<file path="src/design/srsw_pkg.sv">
package srsw_pkg;

  // default sizes
  localparam int DEF_SLOTS       = 8;
  localparam int DEF_MAX_SEGMENT = 500;

  // register reset values
  localparam logic [15:0] RST_WINDOW_BYTES  = 16'd2500;
  localparam logic [15:0] RST_SEQ_LIMIT     = 16'd60000;
  localparam logic [14:0] RST_TIMEOUT_TICKS = 15'd500;

  // configuration register indexes
  localparam logic [1:0] CFG_WINDOW_BYTES  = 2'd0;
  localparam logic [1:0] CFG_SEQ_LIMIT     = 2'd1;
  localparam logic [1:0] CFG_TIMEOUT_TICKS = 2'd2;

  // input opcodes
  localparam logic [1:0] OP_OFFER = 2'd0;
  localparam logic [1:0] OP_ACK   = 2'd1;
  localparam logic [1:0] OP_TICK  = 2'd2;

  // result kinds
  localparam logic [1:0] KIND_NEW     = 2'd0;
  localparam logic [1:0] KIND_RESEND  = 2'd1;
  localparam logic [1:0] KIND_REFUSED = 2'd2;
  localparam logic [1:0] KIND_STATUS  = 2'd3;

  // one in-flight segment
  typedef struct packed {
    logic [15:0] seq;
    logic [8:0]  len;
    logic        first;
    logic        fin;
    logic        acked;
    logic [15:0] sent;
  } slot_t;

  // per-cell control
  typedef struct packed {
    logic rot;
    logic load;
  } cell_ctl_t;

endpackage

</file>
<file path="src/design/srsw_cell.sv">
module srsw_cell
  import srsw_pkg::*;
(
  input  logic      clk,
  input  cell_ctl_t ctl,
  input  slot_t     nbr,
  input  slot_t     new_slot,
  output slot_t     q
);

  slot_t slot;

  // take the neighbour's segment on a rotation, or a fresh one on a load
  always_ff @(posedge clk) begin
    if (ctl.load) begin
      slot <= new_slot;
    end else if (ctl.rot) begin
      slot <= nbr;
    end
  end

  assign q = slot;

endmodule

</file>
<file path="src/design/selective_repeat_sender_window.sv">
// channel | direction | handshake            | payload
// in      | input     | in_valid / in_ready   | opcode, seg_length, seg_first, seg_last, ack_seq
// out     | output    | out_valid / out_ready | kind, seq, length, first_flag, end_flag,
//         |           |                       | acked_point, transfer_done, last
// cfg     | input     | cfg_valid / cfg_ready | cfg_index, cfg_data
//
// an offer or an unused opcode passes S_PREP, then S_OFFER or S_STATUS, whose result is registered
// an ack rotates the segment row once fully past the head cell in S_ACKSCAN, then r more
// times in S_RETIRE, r being the number of segments retired
// a tick with segments outstanding rotates the row once past the head cell in S_TICKSCN;
// with nothing outstanding it goes from S_PREP straight to S_STATUS
// a stalled output holds the rotation while a resend waits; cfg_ready is always high
// synchronous reset empties the row at once by clearing the fill count
module selective_repeat_sender_window
  import srsw_pkg::*;
#(
  parameter int SLOTS       = DEF_SLOTS,
  parameter int MAX_SEGMENT = DEF_MAX_SEGMENT
) (
  input  logic        clk,
  input  logic        rst,
  input  logic        in_valid,
  output logic        in_ready,
  input  logic [1:0]  opcode,
  input  logic [8:0]  seg_length,
  input  logic        seg_first,
  input  logic        seg_last,
  input  logic [15:0] ack_seq,
  output logic        out_valid,
  input  logic        out_ready,
  output logic [1:0]  kind,
  output logic [15:0] seq,
  output logic [8:0]  length,
  output logic        first_flag,
  output logic        end_flag,
  output logic [15:0] acked_point,
  output logic        transfer_done,
  output logic        last,
  input  logic        cfg_valid,
  output logic        cfg_ready,
  input  logic [1:0]  cfg_index,
  input  logic [15:0] cfg_data
);

  localparam int CW = $clog2(SLOTS + 1);
  localparam logic [CW-1:0] SLOTS_C = CW'(SLOTS);
  localparam logic [CW-1:0] STEP_END = CW'(SLOTS - 1);

  typedef enum logic [6:0] {
    S_IDLE    = 7'b0000001,
    S_PREP    = 7'b0000010,
    S_OFFER   = 7'b0000100,
    S_ACKSCAN = 7'b0001000,
    S_RETIRE  = 7'b0010000,
    S_TICKSCN = 7'b0100000,
    S_STATUS  = 7'b1000000
  } state_t;

  state_t state;

  // configuration registers
  logic [15:0] window_bytes;
  logic [15:0] seq_limit;
  logic [14:0] timeout_ticks;

  // window state
  logic [15:0] next_seq;
  logic [15:0] acked_upto;
  logic        end_sent;
  logic [CW-1:0] count;
  logic [15:0] tick_count;

  // scan state
  logic [CW-1:0] step;
  logic [CW-1:0] retire_n;
  logic [CW-1:0] retire_n_next;
  logic          found;
  logic          prefix;
  logic [15:0]   ack_cand;
  logic [15:0]   ack_cand_next;

  // latched input transaction
  logic [1:0]  op_r;
  logic [8:0]  len_r;
  logic        first_r;
  logic        last_r;
  logic [15:0] aseq_r;

  // segment row
  slot_t     cell_q [SLOTS];
  slot_t     head;
  slot_t     head_mod;
  slot_t     new_slot;
  logic      rot;
  logic      in_scope;
  logic      match;
  logic      acked_new;
  logic      need_tx;
  logic [15:0] age;

  // emission
  logic        out_free;
  logic        emit;
  logic [1:0]  e_kind;
  logic [15:0] e_seq;
  logic [8:0]  e_len;
  logic        e_first;
  logic        e_end;
  logic [15:0] e_acked;
  logic        e_done;
  logic        e_last;

  // offer checks and restart
  logic        offer_ok;
  logic [15:0] offer_next;
  logic        restart;
  logic [8:0]  len_clamped;

  assign in_ready  = (state == S_IDLE);
  assign cfg_ready = 1'b1;
  assign out_free  = !out_valid || out_ready;

  assign head = cell_q[0];
  assign new_slot = '{seq: next_seq, len: len_r, first: first_r, fin: last_r,
                      acked: 1'b0, sent: tick_count};

  // clamp oversized offers
  assign len_clamped = ({3'b000, seg_length} > 12'(MAX_SEGMENT)) ? 9'(MAX_SEGMENT) : seg_length;

  assign restart = (acked_upto == next_seq) && (next_seq >= seq_limit);

  assign offer_next = next_seq + 16'(len_r);
  assign offer_ok = !end_sent && (acked_upto <= next_seq)
                 && ({1'b0, next_seq} < ({1'b0, acked_upto} + {1'b0, window_bytes}))
                 && (next_seq < seq_limit) && (count < SLOTS_C)
                 && (({1'b0, next_seq} + 17'(len_r)) <= 17'h0FFFF);

  // head cell evaluation
  always_comb begin
    in_scope  = (step < count);
    match     = in_scope && !found && (head.seq == aseq_r);
    acked_new = head.acked || match;
    age       = tick_count - head.sent;
    need_tx   = in_scope && !head.acked && (age > {1'b0, timeout_ticks});
    head_mod  = head;
    rot       = 1'b0;
    retire_n_next = retire_n;
    ack_cand_next = ack_cand;
    case (state)
      S_ACKSCAN: begin
        rot = 1'b1;
        head_mod.acked = acked_new;
        if (in_scope && prefix && acked_new) begin
          retire_n_next = retire_n + CW'(1);
          ack_cand_next = head.seq + 16'(head.len);
        end
      end
      S_RETIRE: begin
        rot = 1'b1;
      end
      S_TICKSCN: begin
        rot = !need_tx || out_free;
        if (need_tx) begin
          head_mod.sent = tick_count;
        end
      end
      default: begin
        rot = 1'b0;
      end
    endcase
  end

  // row of cells, each handing its segment to the one before it
  for (genvar i = 0; i < SLOTS; i++) begin : g_cell
    cell_ctl_t ctl;
    slot_t     nbr;
    assign ctl.rot  = rot;
    assign ctl.load = (state == S_OFFER) && out_free && offer_ok && (count == CW'(i));
    if (i == SLOTS - 1) begin : g_tail
      assign nbr = head_mod;
    end else begin : g_mid
      assign nbr = cell_q[i+1];
    end
    srsw_cell u_cell (
      .clk      (clk),
      .ctl      (ctl),
      .nbr      (nbr),
      .new_slot (new_slot),
      .q        (cell_q[i])
    );
  end

  // result selection
  always_comb begin
    emit    = 1'b0;
    e_kind  = KIND_STATUS;
    e_seq   = next_seq;
    e_len   = '0;
    e_first = 1'b0;
    e_end   = 1'b0;
    e_acked = acked_upto;
    e_done  = end_sent && (acked_upto == next_seq);
    e_last  = 1'b1;
    case (state)
      S_OFFER: begin
        emit = out_free;
        if (offer_ok) begin
          e_kind  = KIND_NEW;
          e_len   = len_r;
          e_first = first_r;
          e_end   = last_r;
          e_done  = (end_sent || last_r) && (acked_upto == offer_next);
        end else begin
          e_kind = KIND_REFUSED;
        end
      end
      S_TICKSCN: begin
        emit    = need_tx && out_free;
        e_kind  = KIND_RESEND;
        e_seq   = head.seq;
        e_len   = head.len;
        e_first = head.first;
        e_end   = head.fin;
        e_last  = 1'b0;
      end
      S_STATUS: begin
        emit = out_free;
      end
      default: begin
        emit = 1'b0;
      end
    endcase
  end

  // output register
  always_ff @(posedge clk) begin
    if (rst) begin
      out_valid <= 1'b0;
    end else if (emit) begin
      out_valid <= 1'b1;
    end else if (out_ready) begin
      out_valid <= 1'b0;
    end
  end

  always_ff @(posedge clk) begin
    if (emit) begin
      kind          <= e_kind;
      seq           <= e_seq;
      length        <= e_len;
      first_flag    <= e_first;
      end_flag      <= e_end;
      acked_point   <= e_acked;
      transfer_done <= e_done;
      last          <= e_last;
    end
  end

  // configuration writes
  always_ff @(posedge clk) begin
    if (rst) begin
      window_bytes  <= RST_WINDOW_BYTES;
      seq_limit     <= RST_SEQ_LIMIT;
      timeout_ticks <= RST_TIMEOUT_TICKS;
    end else if (cfg_valid && cfg_ready) begin
      case (cfg_index)
        CFG_WINDOW_BYTES:  window_bytes  <= cfg_data;
        CFG_SEQ_LIMIT:     seq_limit     <= cfg_data;
        CFG_TIMEOUT_TICKS: timeout_ticks <= cfg_data[14:0];
        default: ;
      endcase
    end
  end

  // input capture
  always_ff @(posedge clk) begin
    if (in_valid && in_ready) begin
      op_r    <= opcode;
      len_r   <= len_clamped;
      first_r <= seg_first;
      last_r  <= seg_last;
      aseq_r  <= ack_seq;
    end
  end

  // sequencer
  always_ff @(posedge clk) begin
    if (rst) begin
      state      <= S_IDLE;
      next_seq   <= '0;
      acked_upto <= '0;
      end_sent   <= 1'b0;
      count      <= '0;
      tick_count <= '0;
      step       <= '0;
      retire_n   <= '0;
      found      <= 1'b0;
      prefix     <= 1'b0;
      ack_cand   <= '0;
    end else begin
      case (state)
        S_IDLE: begin
          if (in_valid) begin
            state <= S_PREP;
          end
        end
        S_PREP: begin
          // restart numbering once all is acknowledged past the limit
          if (restart) begin
            next_seq   <= '0;
            acked_upto <= '0;
            count      <= '0;
          end
          step     <= '0;
          retire_n <= '0;
          found    <= 1'b0;
          prefix   <= 1'b1;
          case (op_r)
            OP_OFFER: state <= S_OFFER;
            OP_ACK:   state <= S_ACKSCAN;
            OP_TICK: begin
              tick_count <= tick_count + 16'd1;
              state <= (!restart && (acked_upto < next_seq)) ? S_TICKSCN : S_STATUS;
            end
            default:  state <= S_STATUS;
          endcase
        end
        S_OFFER: begin
          if (out_free) begin
            if (offer_ok) begin
              count    <= count + CW'(1);
              next_seq <= offer_next;
              if (last_r) begin
                end_sent <= 1'b1;
              end
            end
            state <= S_IDLE;
          end
        end
        S_ACKSCAN: begin
          if (match) begin
            found <= 1'b1;
          end
          if (in_scope && !(prefix && acked_new)) begin
            prefix <= 1'b0;
          end
          retire_n <= retire_n_next;
          ack_cand <= ack_cand_next;
          step     <= step + CW'(1);
          if (step == STEP_END) begin
            count <= count - retire_n_next;
            if (retire_n_next != '0) begin
              acked_upto <= ack_cand_next;
              state      <= S_RETIRE;
            end else begin
              state <= S_STATUS;
            end
          end
        end
        S_RETIRE: begin
          // extra rotations drop the retired prefix off the head
          retire_n <= retire_n - CW'(1);
          if (retire_n == CW'(1)) begin
            state <= S_STATUS;
          end
        end
        S_TICKSCN: begin
          if (rot) begin
            step <= step + CW'(1);
            if (step == STEP_END) begin
              state <= S_STATUS;
            end
          end
        end
        S_STATUS: begin
          if (out_free) begin
            state <= S_IDLE;
          end
        end
        default: state <= S_IDLE;
      endcase
    end
  end

  // fill count stays within the row
  a_count_range: assert property (@(posedge clk) disable iff (rst)
    count <= SLOTS_C)
    else $error("fill count above slot count");

  // the acknowledged point never passes the next number between transactions
  a_acked_order: assert property (@(posedge clk) disable iff (rst)
    (state == S_IDLE) |-> (acked_upto <= next_seq))
    else $error("acked point beyond next sequence number");

  // a resend is never the closing result of a transaction
  a_resend_not_last: assert property (@(posedge clk) disable iff (rst)
    (out_valid && kind == KIND_RESEND) |-> !last)
    else $error("resend marked as last");

  // an accepted input transaction starts work at once
  a_busy_after_accept: assert property (@(posedge clk) disable iff (rst)
    (in_valid && in_ready) |=> (state == S_PREP))
    else $error("accepted transaction not started");

  // the retire pass only runs with segments still to drop
  a_retire_count: assert property (@(posedge clk) disable iff (rst)
    (state == S_RETIRE) |-> (retire_n != '0))
    else $error("retire pass with nothing to retire");

endmodule

</file>
<file path="config.mk">
export PLATFORM = sky130hd
export DESIGN_NAME = selective_repeat_sender_window
export DESIGN_NICKNAME = d
export VERILOG_FILES = /design/src/design/srsw_pkg.sv /design/src/design/srsw_cell.sv /design/src/design/selective_repeat_sender_window.sv
export SDC_FILE = /design/constraint.sdc
export NUM_CORES = 1
export LEC_CHECK = 0
export BUFFER_PORTS_ARGS = -buffer_cell sky130_fd_sc_hd__buf_2
export CAP_MARGIN = 20
export CORE_AREA = 8 8 313 315
export CTS_BUF_LIST = sky130_fd_sc_hd__clkbuf_8 sky130_fd_sc_hd__clkbuf_16
export CTS_CLUSTER_SIZE = 16
export DETAILED_ROUTE_END_ITERATION = 10
export DIE_AREA = 0 0 321 323
export GPL_TIMING_DRIVEN = 1
export PLACE_DENSITY = 0.52
export SLEW_MARGIN = 10
export SYNTH_ARGS = -nofsm -noshare
export SYNTH_HDL_FRONTEND = slang
export SYNTH_SLANG_ARGS = --single-unit
</file>
<file path="constraint.sdc">
create_clock -name clk -period 10 [get_ports clk]
set_clock_uncertainty 0.2 [all_clocks]
set_input_delay 2 -clock clk [delete_from_list [all_inputs] [get_ports clk]]
set_output_delay 2 -clock clk [all_outputs]
set_load 0.05 [all_outputs]
</file>
* After elaboration in Yosys (flattened, before gate mapping)
Index checks and enable logic that the tools add are counted.
Widths: inputs -> output; s select.
** Word-level totals
- Latch bits :: 0
- Bits in read-only memories :: 0
- Bits in registers :: 562
- Output and inout bits :: 50
- Memory bits (writable) :: 0
- Memories kept :: 0
** Cells by class
- Shift operators :: 0
- Equal/unequal tests :: 35
- Bitwise gates (word level) :: 0
- Magnitude comparators :: 10
- Reduce and logical (&&, ||, !) cells :: 72
- $add $sub $neg :: 11
- Divide/modulo/power cells :: 0
- Muxes and demuxes :: 67
- $mul :: 0
** Operator list (count)
- $mux 44 :: 16
- $mux 16 :: 9
- $pmux 16 s2 :: 2
- $mux 7 :: 8
- $eq 16x16->1 :: 3
- $pmux 7 s6 :: 1
- $pmux 4 s3 :: 3
- $add 16x9->16 :: 2
- $lt 16x16->1 :: 2
- $logic_and 1x1->1 :: 29
- $mux 4 :: 7
- $ne 2x2->1 const B :: 11
- $reduce_bool 2->1 :: 11
- $pmux 7 s3 :: 1
- $eq 4x3->1 const B :: 5
- $pmux 9 s2 :: 1
- $add 16x16->17 :: 1
- $add 16x9->17 :: 1
- $le 17x16->1 const B :: 1
- $lt 16x17->1 :: 1
- $add 16x1->16 const B :: 1
- $ge 16x16->1 :: 1
- $gt 16x15->1 :: 1
- $le 16x16->1 :: 1
- other kinds (35) :: 76

* Depth between registers and ports, before layout
- Depth in word-level cells :: 11
- Mapped depth :: 25
- Depth with buffers taken out :: 22

* Cells and area by module
Synthesis repeated with hierarchy kept, for this count alone.
** Second synthesis, totals
- Cells, all modules :: 2257
- Area, all modules :: 29818.6 µm²
** By module, submodules not included
- srsw_cell :: area an instance 2060.7 µm², cells each 94, instances 8
- selective_repeat_sender_window :: area an instance 13332.8 µm², cells each 1505, instances 1

* Least setup slack after synthesis
OpenSTA, ideal clock, no wires.
- Path type :: reg-to-reg
- From :: register tick_count[0]
- To :: register acked_point[0], enable pin
- Library setup time :: 0.452 ns
- Period minus slack after synthesis :: 6.305 ns
- Slack :: 3.695 ns
- Arrival time :: 5.653 ns
- Stages on the path, launching flop included :: 22
- Cell sequence :: dfxtp_1 clkbuf_1 inv_1 ha_1 fa_1 nor2b_1 o21ai_0 a21boi_0 o21ai_0 a21oi_1 a311o_1 a31o_2 a21oi_1 xnor2_1 ha_1 nand3_1 nor4_1 a21oi_1 nand2_1 a21oi_1 a211oi_1 nor2_1
** Between the ends
- Longest elaborated chain between the ends :: 5
** Ends and longest elaborated chain
- start, declared :: line selective_repeat_sender_window.sv:71 : logic [15:0] tick_count;
- start signal, assigned :: line selective_repeat_sender_window.sv:322 : tick_count <= tick_count + 16'd1;
- $sub 16x16->16 :: line selective_repeat_sender_window.sv:143 : age = tick_count - head.sent;
- $gt 16x15->1 :: line selective_repeat_sender_window.sv:144 : need_tx = in_scope && !head.acked && (age > {1'b0, timeout_ticks});
- $logic_and 1x1->1 :: line selective_repeat_sender_window.sv:144
- $logic_and 1x1->1 :: line selective_repeat_sender_window.sv:218 : emit = need_tx && out_free;
- $pmux 1 s2 :: line selective_repeat_sender_window.sv:204 : case (state)
- via emit :: line selective_repeat_sender_window.sv:103 : logic emit;
- end signal, assigned :: line selective_repeat_sender_window.sv:253 : acked_point <= e_acked;
- end, declared :: line selective_repeat_sender_window.sv:36 : output logic [15:0] acked_point,
The timed path passes the listed nets, and every way through them passes these cells.
A chain may end at the register's enable or synchronous reset.

* Worst setup path after layout
- From :: register tick_count[2]
- To :: register g_cell[1].u_cell.slot (netlist bit g_cell[1].u_cell.q[8]), enable pin
** Between the ends
- Longest elaborated chain between the ends :: 7
** Ends and longest elaborated chain
- $sub 16x16->16 :: line selective_repeat_sender_window.sv:143
- $gt 16x15->1 :: line selective_repeat_sender_window.sv:144
- $logic_and 1x1->1 :: line selective_repeat_sender_window.sv:144
- $logic_not 1->1 :: line selective_repeat_sender_window.sv:162 : rot = !need_tx || out_free;
- $logic_or 1x1->1 :: line selective_repeat_sender_window.sv:162
- $pmux 1 s2 :: line selective_repeat_sender_window.sv:149 : case (state)
- $reduce_bool 2->1 (no source line)
- end signal, assigned :: line srsw_cell.sv:16 : slot <= new_slot;
- end signal, assigned :: line srsw_cell.sv:18 : slot <= nbr;
- end, declared :: line srsw_cell.sv:11 : slot_t slot;
No other way between the ends.

==> impl_metrics.json <==
{
  "outcome": "finished, final reports clean",
  "diodes": 0,
  "io_pins": 102,
  "top_usage_layer": "met2",
  "first_global_vias": 19200,
  "post_cts_buffers": 0,
  "place_ws_ns": 3.11,
  "grt_max_degree": 101,
  "grt_use_met1": 0.205,
  "grt_pass1_wl_mm": 124,
  "worstPathArrival_ns": 6.91,
  "vias_per_cell": 5.31,
  "drive_gt1_frac": 0.116,
  "yosys_warnings": 0,
  "fin_crit_ns": 6.82,
  "maxCapViolations": 0,
  "die_x_um": 321,
  "end_kind": "flip-flop",
  "drt_iter0_drc": 1835,
  "synth_edf_count": 420,
  "ys_seq_elements": 562,
  "crit_top_cell": "a21oi_1",
  "cp.required_ns": 10.09,
  "coreArea_um2": 92800,
  "drt-wirelength-per-cell_um": 22.6,
  "ys.flop_type": "edfxtp_1",
  "antenna_found_initial": 0,
  "final_cell_mix": "edfxtp_1, a22o_1, nand2_1",
  "syn_avg_cell_area_um2": 11.7,
  "route.detailed.drc": 0,
  "crit_type": "flip-flop to flip-flop",
  "grt_overflow_total": 0,
  "critical_path.max_fanout": 76,
  "area_growth_pct": 14.3,
  "p_leak_nw": 12.1,
  "grtUsageMet2": 0.262,
  "period_share": 0.682,
  "ctsHoldBuffers": 0,
  "cpMaxStageDelayCell": "or2_2",
  "gp_congestion": 0.867,
  "yosysUniqueCellTypes": 86,
  "final_common_cell": "edfxtp_1",
  "async_flop_share": 0,
  "row_count": 112,
  "cts_tree": "yes",
  "clk_pin_slew_ns": 0.06,
  "setup_ws_ns": 3.18,
  "die_area_um2": 104000,
  "finalHoldViolCount": 0,
  "powerDensity_nw_per_um2": 165,
  "final_max_slew_viol_count": 0,
  "syn_nets": 2538,
  "nets": 2574,
  "cp-start-kind": "flip-flop",
  "fin_cells": 3702,
  "clockRootBuffer": "clkbuf_16",
  "die_height_um": 323,
  "ant_nets": 0,
  "ir_drop_v": 0.000114,
  "max_freq_ghz": 0.147,
  "cts.sinks": 562,
  "syn_area_um2": 27700,
  "hpwl_mm": 56.7,
  "routed_wl_mm": 83.5,
  "critPathMaxStageDelay_ns": 0.74,
  "cts.htree.levels": 3,
  "dp_cells": 3577,
  "rsz0062_at_grt": "false",
  "yosysSeqAreaShare": 0.558,
  "finalSetupTns_ns": 0,
  "cts_resized": 0,
  "cts_buffers": 66,
  "worst_slew_pin_slew_ns": 1.11,
  "clk_latency_ns": 0.61,
  "port_buffers": 100,
  "hp-class": "flip-flop to flip-flop",
  "drt-pass1-iter-count": 5,
  "finalSetupViolCount": 0,
  "netlist_instances": 2359,
  "total_power_mw": 5.22,
  "met3_usage": 0.0277,
  "grt_usage": 0.156,
  "clk_path_buf_depth": 3,
  "slew_headroom": 0.260,
  "dr_total_vias": 19700,
  "path_cells": "ha_1, nor2b_1, o21ai_0, a21boi_0, o21ai_0, a21oi_1, a311o_1, a31o_2, a21oi_1, xnor2_1, ha_1, nand3_1, nor4_1, a21oi_1, nand2_1, a2111oi_4, nor2_4, buf_4, or2_2, buf_16",
  "start_util": 0.298
}
==> path summary, 6_finish.rpt <==
kind | start | cells after the start | slack, ns | endpoint
hold / removal | ack_cand[0] | 2 | 0.25 | ack_cand[0]
setup reg to reg | tick_count[2] | 20 | 3.18 | g_cell[1].u_cell.q[8]
setup / recovery | tick_count[2] | 20 | 3.18 | g_cell[1].u_cell.q[8]
hold reg to reg | ack_cand[0] | 2 | 0.25 | ack_cand[0]
==> critical path, delay by kind of cell (launching register included) <==
family / cells / cell delay [ns]
DFF: 1 / 0.65
AOI/OAI and AO/OA: 9 / 1.87
xor gates and xnor gates: 1 / 0.10
and+or+nand+nor: 6 / 1.99
adders and majority gates: 2 / 0.66
buffers and inverters: 2 / 0.96
==> report_power, final <==
| part | total, mW | switching, mW | internal [mW] |
|---|---|---|---|
| logic | 0.197 | 0.133 | 0.0646 |
| clock network | 2.46 | 1.01 | 1.45 |
| registers | 2.57 | 0.0529 | 2.52 |
==> layer usage <==
| layer | part of all wire | vias up |
|---|---|---|
| met1 | 0.43 | 9877 |
| li1 | - | 9042 |
| met2 | 0.48 | 617 |
| met4 | 0.024 | 0 |
| met3 | 0.064 | 124 |
| met5 | 0 | - |
==> cells by family (layout without fill, tap and decap cells) <==
logic type,count (synthesis),count (layout),synth area share
AOI/OAI and AO/OA,723,723,0.198
DFF,562,562,0.558
and+or+nand+nor,527,527,0.0945
buffers and inverters,279,368,0.0440
adders and majority gates,127,127,0.0588
xor gates and xnor gates,101,101,0.0320
muxes,39,39,0.0142
other,1,1,0.000135
==> cells in the mapped netlist (all sizes together) (8+ instances only) <==
library cell / count / area [um2]
nand2: 177 / 664
a31oi: 8 / 50.1
nor3b: 9 / 93.9
and2: 12 / 75.1
o31ai: 8 / 73.8
or2: 8 / 50.1
o211ai: 26 / 195
nor2: 123 / 462
nand3b: 12 / 90.1
a22o: 342 / 3000
a21oi: 139 / 696
nand4: 12 / 75.1
o21ai: 74 / 370
edfxtp: 420 / 12600
nor2b: 16 / 100
or3: 21 / 131
dfxtp: 142 / 2840
and3: 15 / 93.8
nor4: 12 / 75.1
buf: 77 / 459
nand3: 45 / 238
o21a: 13 / 97.6
xnor2: 54 / 473
xor2: 47 / 412
inv: 101 / 379
nor3: 28 / 174
ha: 122 / 1530
a21o: 24 / 180
nand2b: 13 / 81.3
mux2i: 36 / 360
clkbuf: 100 / 375
a211oi: 11 / 82.6
==> area by class of cell <==
cell class | count | area [um2]
fillers | 9165 | 61100
clock inverters | 49 | 487
inverters | 102 | 383
well taps | 1254 | 1570
multi-input cells | 1518 | 11000
repair buffers | 145 | 971
clock buffers | 72 | 1730
flip-flops and latches | 562 | 15500
==> metrics by stage <==
step / hold WS [ns] / area [um2] / utilization
final: 0.253 / 31600 / 0.341
after global placement: 0.240 / 29200 / 0.315
after detailed placement: 0.247 / 29300 / 0.316
after global routing: 0.269 / 31600 / 0.341
after floorplan: 0.231 / 27700 / -
after CTS: 0.254 / 31600 / 0.340
==> flip-flops by register name, indices dropped and copies added, names as in the netlist, 7 cells and up <==
register,cells
window_bytes,16
seq,16
timeout_ticks,15
ack_cand,16
seq_limit,16
aseq_r,16
tick_count,16
acked_point,16
next_seq,16
g_cell.u_cell.q,352
state,7
length,9
len_r,9
acked_upto,16
No activity file was read; power rests on OpenSTA's default activity.
